<file path="src/rtl/aec_pkg.sv">
package aec_pkg;

  // Store geometry: one smoothed value for each buffer position.
  localparam int unsigned BufferDepth = 1024;
  localparam int unsigned IdxW        = $clog2(BufferDepth);
  localparam int unsigned OnsetLag    = 40;

  // Field widths of the stream payloads.
  localparam int unsigned SampleW   = 16;
  localparam int unsigned PosW      = 10;
  localparam int unsigned CountW    = 11;
  localparam int unsigned ValueW    = 32;
  localparam int unsigned InDataW   = 40;
  localparam int unsigned OutDataW  = 40;
  localparam int unsigned ModeW     = 2;
  localparam int unsigned CfgAddrW  = 3;
  localparam int unsigned CfgDataW  = 16;

  // Bit offsets inside the request tdata.
  localparam int unsigned SampleLsb = 0;
  localparam int unsigned PosLsb    = SampleLsb + SampleW;
  localparam int unsigned CountLsb  = PosLsb + PosW;

  // Bit offsets inside the result tdata.
  localparam int unsigned BassLsb   = ValueW;
  localparam int unsigned PeakLsb   = ValueW + 1;
  localparam int unsigned OnsetLsb  = ValueW + 2;

  // Register reset values.
  localparam logic [14:0]        KeepReset  = 15'd29491;
  localparam logic [14:0]        NewReset   = 15'd3277;
  localparam logic signed [15:0] PeakReset  = 16'sd328;
  localparam logic [15:0]        RatioReset = 16'd6554;
  localparam logic [14:0]        RiseReset  = 15'd3277;

  typedef logic [IdxW-1:0] idx_t;

  typedef enum logic [ModeW-1:0] {
    MODE_SAMPLE     = 2'd0,
    MODE_READ_BASS  = 2'd1,
    MODE_READ_PEAK  = 2'd2,
    MODE_READ_ONSET = 2'd3
  } mode_e;

  typedef enum logic [CfgAddrW-1:0] {
    REG_SMOOTH_KEEP = 3'd0,
    REG_SMOOTH_NEW  = 3'd1,
    REG_PEAK_LEVEL  = 3'd2,
    REG_ONSET_RATIO = 3'd3,
    REG_BASS_RISE   = 3'd4
  } cfg_reg_e;

  typedef struct packed {
    logic [14:0]        smooth_keep;
    logic [14:0]        smooth_new;
    logic signed [15:0] peak_level;
    logic [15:0]        onset_ratio;
    logic [14:0]        bass_rise;
  } cfg_t;

  typedef struct packed {
    logic               rd_en;
    idx_t               rd_addr_a;
    idx_t               rd_addr_b;
    logic               wr_en;
    idx_t               wr_addr;
    logic signed [15:0] wr_data;
  } mem_req_t;

endpackage

</file>
<file path="src/rtl/aec_pipe.sv">
module aec_pipe #(
  parameter int unsigned ONSET_LAG = aec_pkg::OnsetLag
) (
  input  logic                          clk_i,
  input  logic                          rst_ni,
  input  aec_pkg::cfg_t                 cfg_i,
  // Request stream
  input  logic                          s_axis_tvalid,
  output logic                          s_axis_tready,
  input  logic [aec_pkg::InDataW-1:0]   s_axis_tdata,
  input  logic [aec_pkg::ModeW-1:0]     s_axis_tuser,
  // Result stream
  output logic                          m_axis_tvalid,
  input  logic                          m_axis_tready,
  output logic [aec_pkg::OutDataW-1:0]  m_axis_tdata,
  // Store access
  output aec_pkg::mem_req_t             mem_req_o,
  input  logic signed [15:0]            rd_old_i,
  input  logic signed [15:0]            rd_lag_i,
  input  logic                          store_busy_i
);

  localparam aec_pkg::idx_t LagIdx = ONSET_LAG[aec_pkg::IdxW-1:0];

  // Request decode
  aec_pkg::mode_e                 in_mode;
  logic signed [15:0]             in_sample;
  logic [aec_pkg::PosW-1:0]       in_pos;
  logic [aec_pkg::CountW-1:0]     in_count;
  aec_pkg::idx_t                  in_idx;
  logic                           in_is_sample;
  logic                           hazard;
  logic                           adv;
  logic                           accept;

  // Stage 1: store read data present
  logic                           s1_valid_q;
  aec_pkg::mode_e                 s1_mode_q;
  logic signed [15:0]             s1_sample_q;
  logic signed [15:0]             s1_first_q;
  aec_pkg::idx_t                  s1_idx_q;
  aec_pkg::idx_t                  s1_lag_addr_q;
  logic                           s1_pair_q;
  logic                           s1_lag_ok_q;
  logic signed [15:0]             pair_first_q;
  logic signed [15:0]             smooth_old;
  logic signed [31:0]             keep_prod;
  logic signed [31:0]             new_prod;
  logic signed [31:0]             sq_first;
  logic signed [31:0]             sq_sample;

  // Stage 2: accumulate, round, saturate
  logic                           s2_valid_q;
  aec_pkg::mode_e                 s2_mode_q;
  aec_pkg::idx_t                  s2_idx_q;
  aec_pkg::idx_t                  s2_lag_addr_q;
  logic                           s2_pair_q;
  logic                           s2_lag_ok_q;
  logic signed [15:0]             s2_lag_raw_q;
  logic signed [31:0]             s2_keep_prod_q;
  logic signed [31:0]             s2_new_prod_q;
  logic [30:0]                    s2_sq_a_q;
  logic [30:0]                    s2_sq_b_q;
  logic signed [32:0]             acc;
  logic signed [17:0]             q_wide;
  logic signed [15:0]             q_sat;
  logic signed [15:0]             lag_val;
  logic signed [32:0]             onset_prod;
  logic [31:0]                    energy;
  logic [31:0]                    bass_thr;
  logic                           bass_hit;
  logic [30:0]                    last_avg_q;
  logic                           wr_en;

  // Write-back records for forwarding to reads that missed them
  logic                           wb1_valid_q;
  aec_pkg::idx_t                  wb1_addr_q;
  logic signed [15:0]             wb1_data_q;
  logic                           wb2_valid_q;
  aec_pkg::idx_t                  wb2_addr_q;
  logic signed [15:0]             wb2_data_q;

  // Stage 3: event tests and counters
  logic                           s3_valid_q;
  aec_pkg::mode_e                 s3_mode_q;
  logic signed [15:0]             s3_q_q;
  logic signed [32:0]             s3_onset_prod_q;
  logic                           s3_lag_ok_q;
  logic                           s3_bass_q;
  logic signed [15:0]             peak_level;
  logic signed [33:0]             q_scaled;
  logic signed [33:0]             onset_ext;
  logic                           peak_hit;
  logic                           onset_hit;
  logic [aec_pkg::ValueW-1:0]     bass_cnt_q;
  logic [aec_pkg::ValueW-1:0]     peak_cnt_q;
  logic [aec_pkg::ValueW-1:0]     onset_cnt_q;
  logic [aec_pkg::ValueW-1:0]     read_value;

  // Output register
  logic                           out_valid_q;
  logic [aec_pkg::ValueW-1:0]     out_value_q;
  logic                           out_bass_q;
  logic                           out_peak_q;
  logic                           out_onset_q;

  // Unpack the request.
  assign in_mode      = aec_pkg::mode_e'(s_axis_tuser);
  assign in_sample    = s_axis_tdata[aec_pkg::SampleLsb +: aec_pkg::SampleW];
  assign in_pos       = s_axis_tdata[aec_pkg::PosLsb +: aec_pkg::PosW];
  assign in_count     = s_axis_tdata[aec_pkg::CountLsb +: aec_pkg::CountW];
  assign in_idx       = in_pos[aec_pkg::IdxW-1:0];
  assign in_is_sample = (in_mode == aec_pkg::MODE_SAMPLE);

  // The whole pipeline moves when the output register can take a result.
  // A sample for the position still in stage 1 is held until that one moves
  // on, so that its old value is caught from the write-back record instead.
  assign adv    = !out_valid_q || m_axis_tready;
  assign hazard = s1_valid_q && (s1_mode_q == aec_pkg::MODE_SAMPLE) && in_is_sample &&
                  (s1_idx_q == in_idx);
  assign s_axis_tready = adv && !store_busy_i && !hazard;
  assign accept        = s_axis_tvalid && s_axis_tready;

  // Store port requests.
  assign wr_en = adv && s2_valid_q && (s2_mode_q == aec_pkg::MODE_SAMPLE);
  always_comb begin
    mem_req_o.rd_en     = accept;
    mem_req_o.rd_addr_a = in_idx;
    mem_req_o.rd_addr_b = in_idx - LagIdx;
    mem_req_o.wr_en     = wr_en;
    mem_req_o.wr_addr   = s2_idx_q;
    mem_req_o.wr_data   = q_sat;
  end

  // Stage 1 products; the old value comes from the write made at the read edge
  // when the addresses agree.
  assign smooth_old = (wb1_valid_q && (wb1_addr_q == s1_idx_q)) ? wb1_data_q : rd_old_i;
  assign keep_prod  = $signed({1'b0, cfg_i.smooth_keep}) * smooth_old;
  assign new_prod   = $signed({1'b0, cfg_i.smooth_new}) * s1_sample_q;
  assign sq_first   = s1_first_q * s1_first_q;
  assign sq_sample  = s1_sample_q * s1_sample_q;

  // Stage 2: round to Q15 with floor after adding half, then saturate.
  assign acc    = $signed({s2_keep_prod_q[31], s2_keep_prod_q}) +
                  $signed({s2_new_prod_q[31], s2_new_prod_q}) + 33'sd16384;
  assign q_wide = acc[32:15];
  always_comb begin
    if (q_wide > 18'sd32767) begin
      q_sat = 16'sh7FFF;
    end else if (q_wide < -18'sd32768) begin
      q_sat = -16'sh8000;
    end else begin
      q_sat = q_wide[15:0];
    end
  end

  // Lagged value: the two most recent writes may be newer than the read.
  always_comb begin
    if (wb1_valid_q && (wb1_addr_q == s2_lag_addr_q)) begin
      lag_val = wb1_data_q;
    end else if (wb2_valid_q && (wb2_addr_q == s2_lag_addr_q)) begin
      lag_val = wb2_data_q;
    end else begin
      lag_val = s2_lag_raw_q;
    end
  end
  assign onset_prod = $signed({1'b0, cfg_i.onset_ratio}) * lag_val;

  // Pair energy against the rise plus the previous pair's average.
  assign energy   = {1'b0, s2_sq_a_q} + {1'b0, s2_sq_b_q};
  assign bass_thr = {1'b0, cfg_i.bass_rise, 16'b0} + {1'b0, last_avg_q};
  assign bass_hit = s2_pair_q && (energy > bass_thr);

  // Stage 3 event tests.
  assign peak_level = cfg_i.peak_level;
  assign q_scaled   = {{3{s3_q_q[15]}}, s3_q_q, 15'b0};
  assign onset_ext  = {s3_onset_prod_q[32], s3_onset_prod_q};
  assign peak_hit   = (s3_mode_q == aec_pkg::MODE_SAMPLE) && (s3_q_q > peak_level);
  assign onset_hit  = (s3_mode_q == aec_pkg::MODE_SAMPLE) && s3_lag_ok_q &&
                      (q_scaled > onset_ext);

  always_comb begin
    unique case (s3_mode_q)
      aec_pkg::MODE_READ_BASS:  read_value = bass_cnt_q;
      aec_pkg::MODE_READ_PEAK:  read_value = peak_cnt_q;
      aec_pkg::MODE_READ_ONSET: read_value = onset_cnt_q;
      default:                  read_value = '0;
    endcase
  end

  // Control and state registers.
  always_ff @(posedge clk_i or negedge rst_ni) begin
    if (!rst_ni) begin
      s1_valid_q   <= 1'b0;
      s2_valid_q   <= 1'b0;
      s3_valid_q   <= 1'b0;
      out_valid_q  <= 1'b0;
      wb1_valid_q  <= 1'b0;
      wb2_valid_q  <= 1'b0;
      pair_first_q <= '0;
      last_avg_q   <= '0;
      bass_cnt_q   <= '0;
      peak_cnt_q   <= '0;
      onset_cnt_q  <= '0;
    end else if (adv) begin
      s1_valid_q  <= accept;
      s2_valid_q  <= s1_valid_q;
      s3_valid_q  <= s2_valid_q;
      out_valid_q <= s3_valid_q;
      wb1_valid_q <= wr_en;
      wb2_valid_q <= wb1_valid_q;
      if (accept && in_is_sample && !in_pos[0]) begin
        pair_first_q <= in_sample;
      end
      if (s2_valid_q && s2_pair_q) begin
        last_avg_q <= energy[31:1];
      end
      if (s3_valid_q) begin
        unique case (s3_mode_q)
          aec_pkg::MODE_READ_BASS:  bass_cnt_q  <= '0;
          aec_pkg::MODE_READ_PEAK:  peak_cnt_q  <= '0;
          aec_pkg::MODE_READ_ONSET: onset_cnt_q <= '0;
          default: begin
            if (s3_bass_q && (bass_cnt_q != '1)) begin
              bass_cnt_q <= bass_cnt_q + 1'b1;
            end
            if (peak_hit && (peak_cnt_q != '1)) begin
              peak_cnt_q <= peak_cnt_q + 1'b1;
            end
            if (onset_hit && (onset_cnt_q != '1)) begin
              onset_cnt_q <= onset_cnt_q + 1'b1;
            end
          end
        endcase
      end
    end
  end

  // Payload registers.
  always_ff @(posedge clk_i) begin
    if (adv) begin
      if (accept) begin
        s1_mode_q     <= in_mode;
        s1_sample_q   <= in_sample;
        s1_first_q    <= pair_first_q;
        s1_idx_q      <= in_idx;
        s1_lag_addr_q <= in_idx - LagIdx;
        s1_pair_q     <= in_is_sample && in_pos[0] &&
                         (({1'b0, in_pos} + 11'd1) < in_count);
        s1_lag_ok_q   <= in_is_sample && (in_idx >= LagIdx);
      end
      s2_mode_q       <= s1_mode_q;
      s2_idx_q        <= s1_idx_q;
      s2_lag_addr_q   <= s1_lag_addr_q;
      s2_pair_q       <= s1_pair_q;
      s2_lag_ok_q     <= s1_lag_ok_q;
      s2_lag_raw_q    <= rd_lag_i;
      s2_keep_prod_q  <= keep_prod;
      s2_new_prod_q   <= new_prod;
      s2_sq_a_q       <= sq_first[30:0];
      s2_sq_b_q       <= sq_sample[30:0];
      wb1_addr_q      <= s2_idx_q;
      wb1_data_q      <= q_sat;
      wb2_addr_q      <= wb1_addr_q;
      wb2_data_q      <= wb1_data_q;
      s3_mode_q       <= s2_mode_q;
      s3_q_q          <= q_sat;
      s3_onset_prod_q <= onset_prod;
      s3_lag_ok_q     <= s2_lag_ok_q;
      s3_bass_q       <= bass_hit;
      out_value_q     <= read_value;
      out_bass_q      <= (s3_mode_q == aec_pkg::MODE_SAMPLE) && s3_bass_q;
      out_peak_q      <= peak_hit;
      out_onset_q     <= onset_hit;
    end
  end

  assign m_axis_tvalid = out_valid_q;
  assign m_axis_tdata  = {{(aec_pkg::OutDataW - aec_pkg::ValueW - 3){1'b0}},
                          out_onset_q, out_peak_q, out_bass_q, out_value_q};

endmodule

</file>
<file path="config.mk">
export PLATFORM = sky130hd
export DESIGN_NAME = aec_pipe
export DESIGN_NICKNAME = d
export VERILOG_FILES = /design/src/rtl/aec_pkg.sv /design/src/rtl/aec_pipe.sv
export SDC_FILE = /design/constraint.sdc
export NUM_CORES = 2
export LEC_CHECK = 0
export ABC_AREA = 1
export ABC_CLOCK_PERIOD_IN_PS = 6900
export BUFFER_PORTS_ARGS = -buffer_cell sky130_fd_sc_hd__buf_2
export CELL_PAD_IN_SITES_DETAIL_PLACEMENT = 1
export CELL_PAD_IN_SITES_GLOBAL_PLACEMENT = 1
export CORE_ASPECT_RATIO = 0.75
export CORE_MARGIN = 2
export CORE_UTILIZATION = 45
export DETAILED_ROUTE_END_ITERATION = 10
export PLACE_DENSITY_LB_ADDON = 0.1
export SYNTH_ARGS = -nofsm -noshare
export SYNTH_HDL_FRONTEND = slang
export SYNTH_SLANG_ARGS = --single-unit
</file>
<file path="constraint.sdc">
create_clock -name clk_i -period 6.9 [get_ports clk_i]
set_input_delay 1.035 -clock clk_i [delete_from_list [all_inputs] [get_ports clk_i]]
set_output_delay 1.035 -clock clk_i [all_outputs]
set_load 0.01 [all_outputs]
</file>
==> impl_metrics.ini <==
[cells_and_area]
layout.nets = 11176
areaGrowthSynthToFinish_pct = 14.03
final-instance-count-excl-fill = 11459
layout-drive-gt1-share = 0.1385

[global_route]
gr-usage-met2 = 0.4435
layer_carrying_the_most_global_route_usage = met1
global_route_wire_length_before_repair_um = 379500
grt_use_met1 = 0.4474
first_global_vias = 65135
grt_antenna_before_repair = 12
pin_count_of_the_biggest_net_entering_global_routing = 165
gr-usage-all-layers = 0.2944
congestion_overflow_gr = 0
grt_use_met3 = 0.04932

[sta]
fin_tns_setup_ps = -215.6
worst_slew_pin_slew_ps = 1147
finalSetupViolations = 6
timing.final.max_slew_violations = 0
timing.final.crit_period_ps = 6997
maxSlewHeadroom = 0.2340
grt_setup_unrepaired = true
finalHoldViolCount = 0
fmaxAchievable_mhz = 142.9
finClkSkew_ps = 59.21
final_min_period_over_clock_period = 1.014
timing.final.ws_setup_ps = -96.59

[logic_synthesis]
synth-seq-area-share = 0.1905
post_synth.cell_area_avg_um2 = 8.312
synth_async_sr_flop_share = 0.3060
number_of_cells_produced_by_synthesis = 8766
synth_enable_flop_cells = 338
synth_ff_type = edfxtp_1
netlist.area_leader.share = 0.2803
netlist_area_mm2 = 0.07286
netlist-cell-type-count = 58
yosys_warnings = 0
synth_top_cell_by_area = fa_1
synth.ff_latch_count = 487
post_synth_main_area_contributors = fa_1, edfxtp_1, ha_1
synth.most_common_cell = inv_1
synth.top_cells.by_count = inv_1, nand2_1, fa_1, ha_1, nor2_1

[cts]
numClockSinks = 487
tritoncts = yes
cts.reportedPaths.clkPinSlew_ps = 70
cts-root-buf = clkbuf_16
hold_buffers = 0
cts_max_path_buffers = 3
number_of_cts_inserted_buffers = 59
clock_tree.htree_level_count = 2
clock_latency_late_sink_ps = 720

[placed_design]
dpl.hpwl_um = 201800
globalplace.congestion = 0.9360
port_buffers = 237
placed_cells = 11287

[die]
fp-row-count = 127
die-height_um = 352.5
floorplan.die.width_um = 468.6
core_area_mm2 = 0.1603
floorplan.initialDensity = 0.4544
io-pin-count = 246
floorplan.die_area_mm2 = 0.1652

[route]
drt_pass1_iterations = 5
routed_via_density = 5.251
first_iter_violations = 4247
drt_wl_total_um = 241800
route.antenna.remaining_nets = 0
wl_per_cell_um = 21.10
num_vias = 60176
drc_errors = 0

[worst_setup_path]
worst_path_largest_cell_delay_ps = 560
critPathLaunch = s2_idx_q[2]
crit_path_end_kind = flip-flop
reg2reg_depth = 28
cp_data_arrival_time_ps = 7460
crit_required_ps = 7370
startpoint_types = flip-flop
critical-path-slowest-cell = fa_1
worstPathMaxFanout = 8
timing.setup.critical_path_class = flip-flop to flip-flop
worstReg2RegStart = s2_idx_q[2]

[min_path]
worst_min_delay_path_category = input pin to async pin

[status]
violations = setup timing
run_status = finished with violations

[job]
cap_violations = 0
## placed cells by master (no fill, tap or decap), drive strengths merged, types with 2 or more instances in the layout
master / n
inv: 2035
nand3: 564
conb: 5
edfxtp: 338
and2: 12
bufinv: 8
clkbuf: 74
a31oi: 11
o21bai: 19
nand4: 85
or2: 34
o21ai: 193
nand2: 1779
and3: 4
o21a: 10
nor3: 106
o2111ai: 3
nor3b: 3
xor2: 212
o211ai: 24
nand2b: 2
a21o: 28
nor2: 699
dfrtp: 149
a221oi: 4
o22ai: 2
nor4: 31
a21oi: 284
o31ai: 2
ha: 723
diode: 3
a21boi: 8
o221ai: 2
clkinv: 27
a211oi: 5
xnor2: 105
clkinvlp: 3
fa: 1020
buf: 703
nand3b: 10
## logic make-up after synthesis
| kind of cell | synth area share |
|---|---|
| adders and majority gates | 0.4044 |
| buffers and inverters | 0.1220 |
| other | 0.00005147 |
| xor gates and xnor gates | 0.03811 |
| and+or+nand+nor | 0.1998 |
| AOI/OAI and AO/OA | 0.04508 |
| DFF | 0.1905 |
## sequential cells by signal, indices dropped and copies added (netlist names), 7 cells and up
register and flops:
bass_cnt_q 32, last_avg_q 31, onset_cnt_q 32, out_value_q 32, pair_first_q 16, peak_cnt_q 32, s1_first_q 16, s1_idx_q 10
s1_lag_addr_q 7, s1_sample_q 16, s2_idx_q 10, s2_keep_prod_q 32, s2_lag_addr_q 7, s2_lag_raw_q 16, s2_new_prod_q 32, s2_sq_a_q 30
s2_sq_b_q 30, s3_onset_prod_q 33, s3_q_q 16, wb1_addr_q 10, wb2_addr_q 10, wb2_data_q 16
## final cells by class
type                    instances  area [µm²]
diodes                          3       7.507
clock buffers                  73        1569
clock inverters                39       524.3
fillers                     19146       77250
inverters                    2034        7644
multi-input cells            5991       51750
flip-flops and latches        487       13880
well taps                    2128        2663
repair buffers                704        5046
## routing by layer
metal,wire length (µm),part of all wire,up-vias
li1,-,-,27845
met3,15950,0.066,252
met4,4275,0.018,2
met5,8,0.000033,-
met1,116300,0.48,30507
met2,105300,0.44,1570
## per-stage QoR
step,hold slack [ps],worst slack (ps),cell area [µm²],utilization
floorplan,400.3,549.8,72880,-
global placement,403.4,-150.2,78720,0.4910
detailed placement,410.2,-266.4,78720,0.4910
CTS,326.6,-5.568,81470,0.5081
global route,382.5,-347.0,83080,0.5182
finish,347.4,-96.59,83080,0.5182
## worst paths after layout
check	slack (ps)	to
max	-100	s3_onset_prod_q[22]
min	350	onset_cnt_q[20]
max reg2reg	-100	s3_onset_prod_q[22]
min reg2reg	390	s2_lag_addr_q[5]
max in group asynchronous	5240	s2_valid_q
min in group clk_i	390	s2_lag_addr_q[5]
## what timing repair did
action | 4_1_cts | 5_1_grt
gates cloned | 0 | 2
endpoints found under the setup margin | 40 | 44
setup buffers | 21 | 35
pin swaps | 43 | 83
resized for setup | 113 | 330
## worst max-delay path: cells and delay by family, from the launching register on
family          cells  cell delay (ps)
simple gates       10             1480
xor+xnor            2              320
flops               1              450
compound gates      1              160
fa+ha+maj           7             3380
buf+inv             8              930
Power is left out: the tool's default activity adds up to more than one toggle a clock period on the data nets, which glitch-free logic cannot reach.
