--- config.mk ---
export PLATFORM = sky130hd
export DESIGN_NAME = aec_cfg_regs
export DESIGN_NICKNAME = d
export VERILOG_FILES = /design/src/rtl/aec_pkg.sv /design/src/rtl/aec_cfg_regs.sv
export SDC_FILE = /design/constraint.sdc
export NUM_CORES = 1
export LEC_CHECK = 0
export ABC_AREA = 1
export BUFFER_PORTS_ARGS = -buffer_cell sky130_fd_sc_hd__clkbuf_2
export CAP_MARGIN = 20
export CORE_MARGIN = 5
export CORE_UTILIZATION = 44
export DETAILED_ROUTE_END_ITERATION = 12
export GPL_TIMING_DRIVEN = 1
export PLACE_DENSITY = 0.71
export SYNTH_ARGS = -nofsm -noshare
export SYNTH_HDL_FRONTEND = slang
export SYNTH_SLANG_ARGS = --single-unit
--- constraint.sdc ---
create_clock -name clk_i -period 1.9 [get_ports clk_i]
set_clock_uncertainty 0.1 [all_clocks]
set_input_delay 0.475 -clock clk_i [delete_from_list [all_inputs] [get_ports clk_i]]
set_output_delay 0.475 -clock clk_i [all_outputs]
set_load 0.05 [all_outputs]
--- src/rtl/aec_pkg.sv ---
package aec_pkg;

  // Store geometry: one smoothed value for each buffer position.
  localparam int unsigned BufferDepth = 1024;
  localparam int unsigned IdxW        = $clog2(BufferDepth);
  localparam int unsigned OnsetLag    = 40;

  // Field widths of the stream payloads.
  localparam int unsigned SampleW   = 16;
  localparam int unsigned PosW      = 10;
  localparam int unsigned CountW    = 11;
  localparam int unsigned ValueW    = 32;
  localparam int unsigned InDataW   = 40;
  localparam int unsigned OutDataW  = 40;
  localparam int unsigned ModeW     = 2;
  localparam int unsigned CfgAddrW  = 3;
  localparam int unsigned CfgDataW  = 16;

  // Bit offsets inside the request tdata.
  localparam int unsigned SampleLsb = 0;
  localparam int unsigned PosLsb    = SampleLsb + SampleW;
  localparam int unsigned CountLsb  = PosLsb + PosW;

  // Bit offsets inside the result tdata.
  localparam int unsigned BassLsb   = ValueW;
  localparam int unsigned PeakLsb   = ValueW + 1;
  localparam int unsigned OnsetLsb  = ValueW + 2;

  // Register reset values.
  localparam logic [14:0]        KeepReset  = 15'd29491;
  localparam logic [14:0]        NewReset   = 15'd3277;
  localparam logic signed [15:0] PeakReset  = 16'sd328;
  localparam logic [15:0]        RatioReset = 16'd6554;
  localparam logic [14:0]        RiseReset  = 15'd3277;

  typedef logic [IdxW-1:0] idx_t;

  typedef enum logic [ModeW-1:0] {
    MODE_SAMPLE     = 2'd0,
    MODE_READ_BASS  = 2'd1,
    MODE_READ_PEAK  = 2'd2,
    MODE_READ_ONSET = 2'd3
  } mode_e;

  typedef enum logic [CfgAddrW-1:0] {
    REG_SMOOTH_KEEP = 3'd0,
    REG_SMOOTH_NEW  = 3'd1,
    REG_PEAK_LEVEL  = 3'd2,
    REG_ONSET_RATIO = 3'd3,
    REG_BASS_RISE   = 3'd4
  } cfg_reg_e;

  typedef struct packed {
    logic [14:0]        smooth_keep;
    logic [14:0]        smooth_new;
    logic signed [15:0] peak_level;
    logic [15:0]        onset_ratio;
    logic [14:0]        bass_rise;
  } cfg_t;

  typedef struct packed {
    logic               rd_en;
    idx_t               rd_addr_a;
    idx_t               rd_addr_b;
    logic               wr_en;
    idx_t               wr_addr;
    logic signed [15:0] wr_data;
  } mem_req_t;

endpackage

--- src/rtl/aec_cfg_regs.sv ---
module aec_cfg_regs (
  input  logic                          clk_i,
  input  logic                          rst_ni,
  input  logic                          cfg_valid_i,
  output logic                          cfg_ready_o,
  input  logic [aec_pkg::CfgAddrW-1:0]  cfg_addr_i,
  input  logic [aec_pkg::CfgDataW-1:0]  cfg_wdata_i,
  output aec_pkg::cfg_t                 cfg_o
);

  aec_pkg::cfg_t cfg_q;

  // Writes are always taken.
  assign cfg_ready_o = 1'b1;

  // Register file; unknown indices are ignored.
  always_ff @(posedge clk_i or negedge rst_ni) begin
    if (!rst_ni) begin
      cfg_q.smooth_keep <= aec_pkg::KeepReset;
      cfg_q.smooth_new  <= aec_pkg::NewReset;
      cfg_q.peak_level  <= aec_pkg::PeakReset;
      cfg_q.onset_ratio <= aec_pkg::RatioReset;
      cfg_q.bass_rise   <= aec_pkg::RiseReset;
    end else if (cfg_valid_i) begin
      unique case (aec_pkg::cfg_reg_e'(cfg_addr_i))
        aec_pkg::REG_SMOOTH_KEEP: cfg_q.smooth_keep <= cfg_wdata_i[14:0];
        aec_pkg::REG_SMOOTH_NEW:  cfg_q.smooth_new  <= cfg_wdata_i[14:0];
        aec_pkg::REG_PEAK_LEVEL:  cfg_q.peak_level  <= cfg_wdata_i;
        aec_pkg::REG_ONSET_RATIO: cfg_q.onset_ratio <= cfg_wdata_i;
        aec_pkg::REG_BASS_RISE:   cfg_q.bass_rise   <= cfg_wdata_i[14:0];
        default: begin
        end
      endcase
    end
  end

  assign cfg_o = cfg_q;

endmodule

==> results.txt, run 1 <==
By startpoint and endpoint, the worst setup path is classified as flip-flop to output pin. The total leakage power came out at roughly 2.2 nW. The cell with the largest stage delay on the worst path is sky130_fd_sc_hd__dfstp_2.

The utilization of the core after routing came out at 57.9%. The largest vdd supply drop is between 0.0005 and 0.0006 V. Net switching is 42.0% of the power. The detail-routed via count per cell is 4.85. Detailed placement ended at an HPWL of 6000 um.

The number of warnings issued by yosys came out at 0. The post-cts gate resize count is 0. The achievable frequency came out at around 0.58 GHz. Before antenna repair, the detailed router went through 4 iterations. The proportion of synthesized chip area in sequential cells came out at a little over three fifths. The internal power summed over all cells came out at roughly 3.2 mW.

The initial antenna violation count is 0. The detail-routed net length per standard cell is 15.5 um. The DRC violation count after routing is 0.

The clock tree from TritonCTS is done. The net switching power figure is 2.30 mW. The y dimension of the die is 94.2 um.

The largest total area in the synthesized netlist belongs to sky130_fd_sc_hd__dfrtp_1. The count of maximum capacitance violations is 0. The worst stage delay on the critical path is 0.54 ns.

The starting density of the core is 45.7%. In the post-synthesis netlist, the biggest area contributors are sky130_fd_sc_hd__dfrtp_1 (35%), sky130_fd_sc_hd__dfstp_2 (28%), sky130_fd_sc_hd__nand2_1 (21%). The setup total negative slack is 0 ns.

The overall global routing resource usage is 20.1%. The number of port buffers came out at 98. The overall die width is 94.2 um. STA classifies the critical path startpoint as a flip-flop. The mapped netlist covers 3120 um2. The final wirelength came out at about 8500 um. The synthesized instance count came out at 346.

Setup repair after global routing left no endpoint under its margin. The final number of hold-violating endpoints came out at 0. Traced cell by cell, the critical path runs through clkbuf_2. The final cycle utilization of the critical path came out at 91.0%. The layout overhead on the synthesized area came out at 26.8%. For this design the top-level I/O count stands at 100. The clock-pin slew on the worst setup and hold paths came out at 0.08 ns. The number of nets with antenna violations after detailed routing came out at 0. For the pin with the worst max-slew slack, the measured transition is roughly 0.5 ns. STA puts the critical path data required time at 1.32 ns. The run finished with clean final reports. Routability-driven placement finished with a final weighted congestion of 0.781. The worst endpoint data arrival time is 1.15 ns. The shortest period the worst path allows came out at approximately 1.7 ns. The worst relative slew slack came out at approximately 66%. The number of sinks on the clock net is 77. For this block, the via count after detailed routing is 2660. The die covers 8880 um2. The number of diodes added for antenna fixing came out at 0. The via count of the first global-routing pass came out at 2668.

The path class of the tightest hold or removal check is primary input to flip-flop. In this run, synthesis produced a sequential element count of between 70 and 80. The placeable core region came out at 6830 um2. Setup violations remaining at the end of the flow were counted as 0. In this run, the number of DRC markers left after iteration 0 of detailed routing was between 150 and 200.

The synthesized design devotes to its leading area cell type 35.3% of total area. The maximum number of pins on one net before global-route repair is 35. The final-report max-slew violation count came to 0. The count of buffer and inverter cells on the critical path is 1. Once the clock tree was built, the setup fixing pass inserted 0 buffers. After synthesis, the netlist uses 13 different library cells.

Clock tree synthesis inserted a total of 9 buffers. The sequential share of power came out at 40.7%. The final global-route overflow total came out at 0.

The gate family responsible for the most delay along the worst path is flip-flops. A synthesized cell averages 9.02 um2. The fraction of layout instances using a drive strength above 1 came out at 36.7%. The buffer levels on the longest clock path is 2. The global-route wire length before repair came out at 13800 um. The number of flip-flops in the largest register is 77. The maximum fanout encountered on the critical timing path is 2. The number of rows created at floorplan came out at 30. The worst setup path is captured at an output pin. The root buffer cell is sky130_fd_sc_hd__clkbuf_8.

In this run, the clock network consumes about a quarter of the power. CTS built an H-tree with a depth of 3. The proportion of power drawn by combinational gates came out at 34.8%. The insertion delay of the later-clocked pin in the worst-skew pair is 0.33 ns. The power density of the placed cells is 1380 nW/um2. In the final design database the tool counted 469 nets. The net count of the mapped netlist is 368.
==> worst min-delay path, delay by kind of cell <==
kind | cells | cell delay, ns
buf+inv | 1 | 0.09
simple gates | 2 | 0.10
==> power by group through the flow <==
stage	logic (mW)	clock network, mW	registers [mW]
after floorplan	0.305	0	3.35
after global placement	1.89	0	2.25
after detailed placement	1.92	0	2.25
after CTS	1.92	1.37	2.23
after global routing	2.01	1.44	2.26
final	1.90	1.34	2.23
==> path summary, 6_finish.rpt <==
check / to / cells past startpoint / slack, ns / from
max in group asynchronous: cfg_o[49] / 3 / 0.58 / rst_ni
setup reg to reg: cfg_o[6] / 2 / 1.06 / cfg_o[6]
setup / recovery: cfg_o[16] / 1 / 0.17 / cfg_o[16]
min in group asynchronous: cfg_o[17] / 2 / 0.53 / rst_ni
hold reg to reg: cfg_o[50] / 2 / 0.36 / cfg_o[50]
hold / removal: cfg_o[30] / 3 / 0.26 / cfg_wdata_i[15]
==> synthesized netlist by cell type <==
cell,n
sky130_fd_sc_hd__inv_1,3
sky130_fd_sc_hd__dfrtp_1,44
sky130_fd_sc_hd__nor2_2,1
sky130_fd_sc_hd__inv_2,3
sky130_fd_sc_hd__buf_2,13
sky130_fd_sc_hd__nand3_1,61
sky130_fd_sc_hd__nor2_4,4
sky130_fd_sc_hd__nand2_2,3
sky130_fd_sc_hd__clkbuf_1,2
sky130_fd_sc_hd__nand2_1,175
sky130_fd_sc_hd__buf_4,3
sky130_fd_sc_hd__conb_1,1
sky130_fd_sc_hd__dfstp_2,33
==> cell usage in the layout, fill, tap and decap left out <==
cell                            count
sky130_fd_sc_hd__nand2_2            3
sky130_fd_sc_hd__clkbuf_1           1
sky130_fd_sc_hd__dfrtp_1           44
sky130_fd_sc_hd__dlygate4sd3_1      1
sky130_fd_sc_hd__clkbuf_8          10
sky130_fd_sc_hd__clkbuf_2          97
sky130_fd_sc_hd__bufinv_16          2
sky130_fd_sc_hd__buf_12             2
sky130_fd_sc_hd__nor2_2             1
sky130_fd_sc_hd__conb_1             1
sky130_fd_sc_hd__buf_4              8
sky130_fd_sc_hd__nand2_1          175
sky130_fd_sc_hd__clkinv_2           3
sky130_fd_sc_hd__inv_2              3
sky130_fd_sc_hd__nand3_1           61
sky130_fd_sc_hd__inv_1              3
sky130_fd_sc_hd__dfstp_2           33
sky130_fd_sc_hd__nor2_4             4
==> cell families after synthesis <==
| logic type | share of synthesized area, % |
|---|---|
| and+or+nand+nor | 33.1 |
| DFF | 63.0 |
| buffers and inverters | 3.77 |
| other | 0.120 |
==> routing by layer <==
metal,GRT usage [%],vias to the layer above,wire length (um),share of wire [%]
met5,0,-,0,0
li1,-,1290,-,-
met3,4.01,10,421,5.0
met4,7.34,0,113,1.3
met1,26.7,1284,3760,44
met2,32.7,76,4180,49
==> area by class of cell <==
cell class,count,area (um2)
clock inverters,5,75.1
multi-input cells,245,1040
repair buffers,108,596
fillers,629,2870
flip-flops and latches,77,1970
inverters,6,22.5
well taps,96,120
clock buffers,11,141
==> through the flow <==
step	instances	total power, mW	hold slack [ns]	cell area (um2)	setup WS [ns]
CTS	548	5.52	0.247	3960	0.154
detailed placement	531	4.17	0.353	3730	0.190
global placement	531	4.14	0.351	3730	0.255
finish	548	5.47	0.262	3960	0.171
global route	548	5.72	0.266	3960	0.130
floorplan	346	3.65	0.0794	3120	0.635
==> timing repair <==
action | CTS | global route
hold endpoints to repair | 10 | 0
hold buffers | 1 | 0
setup endpoints to repair | 0 | 0
Power figures use the tool's default switching activity.
==> inputs of run 2 (changes only) <==
Settings changed: CTS_BUF_LIST set to sky130_fd_sc_hd__clkbuf_8.
==> run 2 against run 1 <==
  * Clock-buffer cell count decreased by 1
  * Utilization unchanged
  * Register-to-register slack about the same
  * Global-route usage unchanged
  * Critical path depth unchanged
  * Largest cell class unchanged
  * Highest routed layer unchanged
==> results.txt, run 2 (synthesis gave the netlist of run 1 again) <==
The count of nets after finishing is 469. The final-report max-slew violation count came out at 0. Clock-pin slew was measured on the worst setup and hold paths at 0.08 ns. The count of non-filler cells in the finished layout is 548. The global-route wire length before repair is 13800 um. The final cycle utilization of the critical path came out at 91.0%.

The sequential share of power is roughly two fifths. The final-layout worst hold slack came out at 0.262 ns. The standard cell area after detailed placement is between 3000 and 4000 um2.

Setup repair after global routing left no endpoint under its margin. The layout overhead on the synthesized area came out at 26.8%. TritonCTS built the clock tree. Entering global routing, the biggest net connects 35 pins. The via count of the first global-routing pass is 2668. The final number of hold-violating endpoints is 0. On the worst path, the slowest cell contributes a delay of between 0.5 and 0.6 ns. In this run the worst hold path is classified as primary input to flip-flop.

The shortest period the worst path allows came out at ~1.7 ns. Once placement completed, the tool counted placed cells totaling 531. The floorplan step defined a core boundary enclosing 6830 um2. Derived from the worst setup path, the maximum achievable clock frequency is 0.578 GHz. Internal power comes to 3.17 mW. The DRC violation count after routing came out at 0.

Leaving out fill and tap cells, the most frequent cell in the layout is sky130_fd_sc_hd__nand2_1. The run finished with clean final reports. OpenSTA, run right after detailed placement, puts the worst setup slack at 0.190 ns.

The starting density of the core came out at between 40% and 50%. The number of buffers created by CTS came out at 9. The worst setup path is launched from a flip-flop.

The total leakage power is 2.20 nW. The setup-violating endpoint count in the final report came out at 0. The number of nets with antenna violations after detailed routing is 0. The clock network burns 24.5% of the power. Power spread over the standard cell area amounts to 1380 nW/um2. The final wirelength came out at 8490 um.

The multi-input combinational cells in the finished layout cover a total of 1040 um2. The proportion of power drawn by combinational gates is around a third. The number of port buffers came out at 98. The root buffer cell is sky130_fd_sc_hd__clkbuf_8. The critical path goes through clkbuf_2. The utilization of the core after routing is 57.9%.

The insertion delay of the later-clocked pin in the worst-skew pair is about 0.32 ns. The initial antenna violation count is 0. The final worst setup slack came out at 0.170 ns.

The number of vias after detailed routing is 2665. The critical path in this run is classified as flip-flop to output pin. The required time of the worst setup path is 1.32 ns. The detail-routed via count per cell is 4.86. The cell with the largest stage delay on the worst path is sky130_fd_sc_hd__dfstp_2.

The detailed router finished its first iteration with approximately 160 violations. Measured along the y axis, the die boundary spans ~94 um. The number of diodes added for antenna fixing is 0.

The setup total negative slack came out at 0 ns. The buffer levels on the longest clock path is 2. For this design the top-level I/O count stands at 100.

The number of sinks on the clock net came out at 77. The count of maximum capacitance violations is 0. After routing the design area is 3960 um2. The count of buffer and inverter cells on the critical path is 1. Global routing finished with a remaining overflow of 0. The slew of the pin with the lowest slew margin came out at 0.512 ns.

The largest vdd supply drop is between 0.0005 and 0.0006 V. The final-layout fill cell count came out at 629. Across every metal layer, demand over resource in global routing totals 20.1%. The fraction of layout instances using a drive strength above 1 is 36.7%. The total power came out at 5.47 mW. The net switching power figure is 2.30 mW. The maximum fanout encountered on the critical timing path is 2. The area of the die came out at 8880 um2. The H-tree was split into 3 levels.

The worst relative slew slack is 65.8%. The final HPWL from detailed placement came out at ~6000 um. The worst endpoint data arrival time is 1.15 ns. After floorplanning, the core was divided into 30 placement rows. The number of flip-flops in the largest register came out at 77. The detail-routed net length per standard cell came out at approximately 15 um. The worst setup path is captured at an output pin. The total iterations of the first detailed-routing run is 4. Routability-driven placement finished with a final weighted congestion of 0.781. The top cell types in the final layout, fill and taps aside, are sky130_fd_sc_hd__nand2_1 (175), sky130_fd_sc_hd__clkbuf_2 (97), sky130_fd_sc_hd__nand3_1 (61). The area occupied by registers came out at about 2000 um2.

The switching share of power came out at 42.0%. Broken down by cell family, the worst path's largest delay share belongs to flip-flops. The floorplan step set the die width to ~94 um.
[run 2: cell types whose count changed in the layout (fill, tap and decap cells not counted), sizes merged]
cell	delta
clkbuf	-1
inv	+1
[run 2: power groups by stage]
stage | Combinational [mW] | Sequential (mW) | Clock [mW]
5_1_grt | 2.01 | 2.26 | 1.44
4_1_cts | 1.92 | 2.23 | 1.36
3_5_place_dp | 1.92 | 2.25 | 0
3_3_place_gp | 1.89 | 2.25 | 0
2_1_floorplan | 0.305 | 3.35 | 0
6_report | 1.90 | 2.23 | 1.34
[run 2: final timing paths]
kind	cells after the start	from	to	slack (ns)
min	3	cfg_wdata_i[15]	cfg_o[30]	0.26
max	1	cfg_o[6]	cfg_o[6]	0.17
min in group asynchronous	2	rst_ni	cfg_o[17]	0.53
max in group asynchronous	3	rst_ni	cfg_o[49]	0.58
min reg2reg	2	cfg_o[50]	cfg_o[50]	0.36
max reg2reg	2	cfg_o[6]	cfg_o[6]	1.06
[run 2: area by class of cell]
cell class | count | share of cell area (%)
Sequential cell | 77 | 49.7
Multi-Input combinational cell | 245 | 26.2
Timing Repair Buffer | 108 | 15.0
Clock buffer | 10 | 3.48
Tap cell | 96 | 3.03
Clock inverter | 6 | 1.99
Inverter | 6 | 0.569
[run 2: per-layer routing]
| layer | global-route usage [%] | up-vias | routed length (um) | part of all wire (%) |
|---|---|---|---|---|
| li1 | - | 1289 | - | - |
| met4 | 7.34 | 0 | 111 | 1.3 |
| met5 | 0 | - | 0 | 0 |
| met1 | 26.7 | 1288 | 3770 | 44 |
| met2 | 32.7 | 78 | 4180 | 49 |
| met3 | 4.01 | 10 | 425 | 5.0 |
[run 2: repair_timing]
item                                   CTS  global route
endpoints found under the hold margin   10             0
gates resized for setup                  0             0
hold buffers                             1             0
buffers inserted                         0             0
==> inputs of run 3 (changes only) <==
Settings changed: GPL_ROUTABILITY_DRIVEN set to 0.
Clock period 1.9 ns to 2.07 ns, I/O delays scaled along.
==> run 3 against run 2 <==
  * Setup slack better by 0.11 ns
  * Largest cell class unchanged
  * Via count is 0.19% lower
  * Largest power group unchanged
  * Register-to-register slack better by 0.13 ns
  * Sequential power is 8% lower
  * First-iteration DRC count is 0.65% higher
==> results.txt, run 3 (synthesis gave the netlist of run 1 again) <==
The flow ran to the end, and the final reports show no timing, DRC or antenna violations. After detailed routing, the number of remaining DRC violations is 0. The maximum fanout encountered on the critical timing path came out at 2. For this run the aggregate overflow at the end of global routing stands at 0. The critical path goes through clkbuf_2. The worst endpoint data arrival time is ~1.2 ns. TritonCTS built the clock tree. The overall global routing resource usage is about 20%.

The pre-antenna-repair detailed-routing pass consisted of 4 iterations. The largest vdd supply drop is 0.000638 V. The die covers 8880 um2. The count of maximum capacitance violations is 0. The cell with the largest stage delay on the worst path is sky130_fd_sc_hd__dfstp_2. The final number of hold-violating endpoints came to 0. Setup repair after global routing left no endpoint under its margin. The shortest period the worst path allows came out at 1.79 ns. The overall die width came out at 94.2 um. The tree is rooted in a sky130_fd_sc_hd__clkbuf_8. The worst setup path category is flip-flop to output pin. The final wirelength is roughly 8300 um. The power density of the placed cells came out at 1300 nW/um2. The number of setup buffers added after CTS is 0. The clock net in this run drives a total of 77 sinks. The worst stage delay on the critical path is 0.56 ns. The total power came out at approximately 5.1 mW. The via count of the first global-routing pass came out at 2641. The number of flip-flops in the largest register came out at 77.

The worst setup path is launched from a flip-flop. The number of vias after detailed routing came out at 2660. The maximum number of pins on one net before global-route repair came out at 35. In this design, the largest share of critical-path delay is due to flip-flops. The number of buffers created by CTS came out at 9. The count of buffer and inverter cells on the critical path came out at 1. The library cell used most frequently in the layout, excluding fill and tap cells, is sky130_fd_sc_hd__nand2_1. The die is 94.2 um tall. The number of port buffers came out at slightly below 100. The utilization of the core after routing is 58.1%. The final-report max-slew violation count came out at 0.

The clock-pin slew on the worst setup and hold paths came out at approximately 0.08 ns. Buffers inserted to repair hold after CTS numbered 0. The first global-routing pass estimated 13600 um of wire.

The top cell types in the final layout, fill and taps aside, are sky130_fd_sc_hd__nand2_1 (175), sky130_fd_sc_hd__clkbuf_2 (97), sky130_fd_sc_hd__nand3_1 (61). Dividing the final minimum period by the clock period gives between 80% and 90%. Setup violations remaining at the end of the flow were counted as 0.

Summed over all nets, the half-perimeter wirelength after detailed placement is about 6000 um. The count of nets left with antenna violations once routing finished came out at 0. The DRC violation total after the first TritonRoute iteration is 156. The starting density of the core came out at 45.7%. The fraction of layout instances using a drive strength above 1 is roughly 37%. The layout overhead on the synthesized area came out at 27.1%. The count of nets after finishing came out at 469. After detailed routing, the number of vias per cell comes to ~4.9. The required time of the worst setup path came out at 1.45 ns.

The initial antenna violation count came out at 0. For this run, the top clock speed supported by timing is 0.558 GHz. The total leakage power is about 2.2 nW. The type of the tightest min-delay check is primary input to async pin. The initialized floorplan defines 30 standard-cell rows.

The post-cts gate resize count is 0. The setup total negative slack is 0 ns. CTS built an H-tree with a depth of 3.

The worst setup path is captured at an output pin. The insertion delay of the later-clocked pin in the worst-skew pair came out at 0.35 ns. The buffer levels on the longest clock path came out at 2. The number of ports placed on the die boundary is 100.

The detail-routed net length per standard cell came out at between 15 and 20 um. The number of diodes added for antenna fixing is 0. The placeable core region is 6830 um2.
-- run 3: path summary, 6_finish.rpt --
| check | start | endpoint | slack, ns | depth (start not counted) |
|---|---|---|---|---|
| setup / recovery | cfg_o[67] | cfg_o[67] | 0.28 | 1 |
| hold / removal | rst_ni | cfg_o[15] | 0.01 | 1 |
| setup reg to reg | cfg_o[67] | cfg_o[67] | 1.19 | 2 |
| hold reg to reg | cfg_o[50] | cfg_o[50] | 0.36 | 2 |
| max in group asynchronous | rst_ni | cfg_o[57] | 1.24 | 2 |
| min in group clk_i | cfg_wdata_i[15] | cfg_o[30] | 0.29 | 3 |
-- run 3: cell type report --
class                   count  area [um2]
fillers                   635        2870
well taps                  96         120
clock inverters             7         115
inverters                   6        22.5
repair buffers            108         581
multi-input cells         245        1040
clock buffers               9         124
flip-flops and latches     77        1970
-- run 3: per-stage QoR --
step,instances,hold WS (ns),cell area (um2),setup WS (ns)
floorplan,346,0.122,3120,0.762
CTS,548,0.0113,3970,0.263
finish,548,0.0111,3970,0.277
global route,548,0.0413,3970,0.244
detailed placement,532,0.353,3730,0.431
global placement,532,0.351,3730,0.484
-- run 3: worst reg2reg max path: cells and delay by family (launching register included) --
kind,cells,cell delay (ns)
AND/OR/NAND/NOR,2,0.16
flip-flops,1,0.56
-- run 3: report_power, final --
part	internal (mW)	switching [mW]
clock	0.796	0.560
combinational	0.332	1.41
sequential	1.87	0.171
-- run 3: layer usage --
metal | up-vias | global-route usage (%) | share of wire (%)
li1 | 1287 | - | -
met1 | 1271 | 27.8 | 42
met5 | - | 0 | 0
met2 | 91 | 31.1 | 49
met4 | 0 | 8.18 | 1.8
met3 | 11 | 3.53 | 6.7
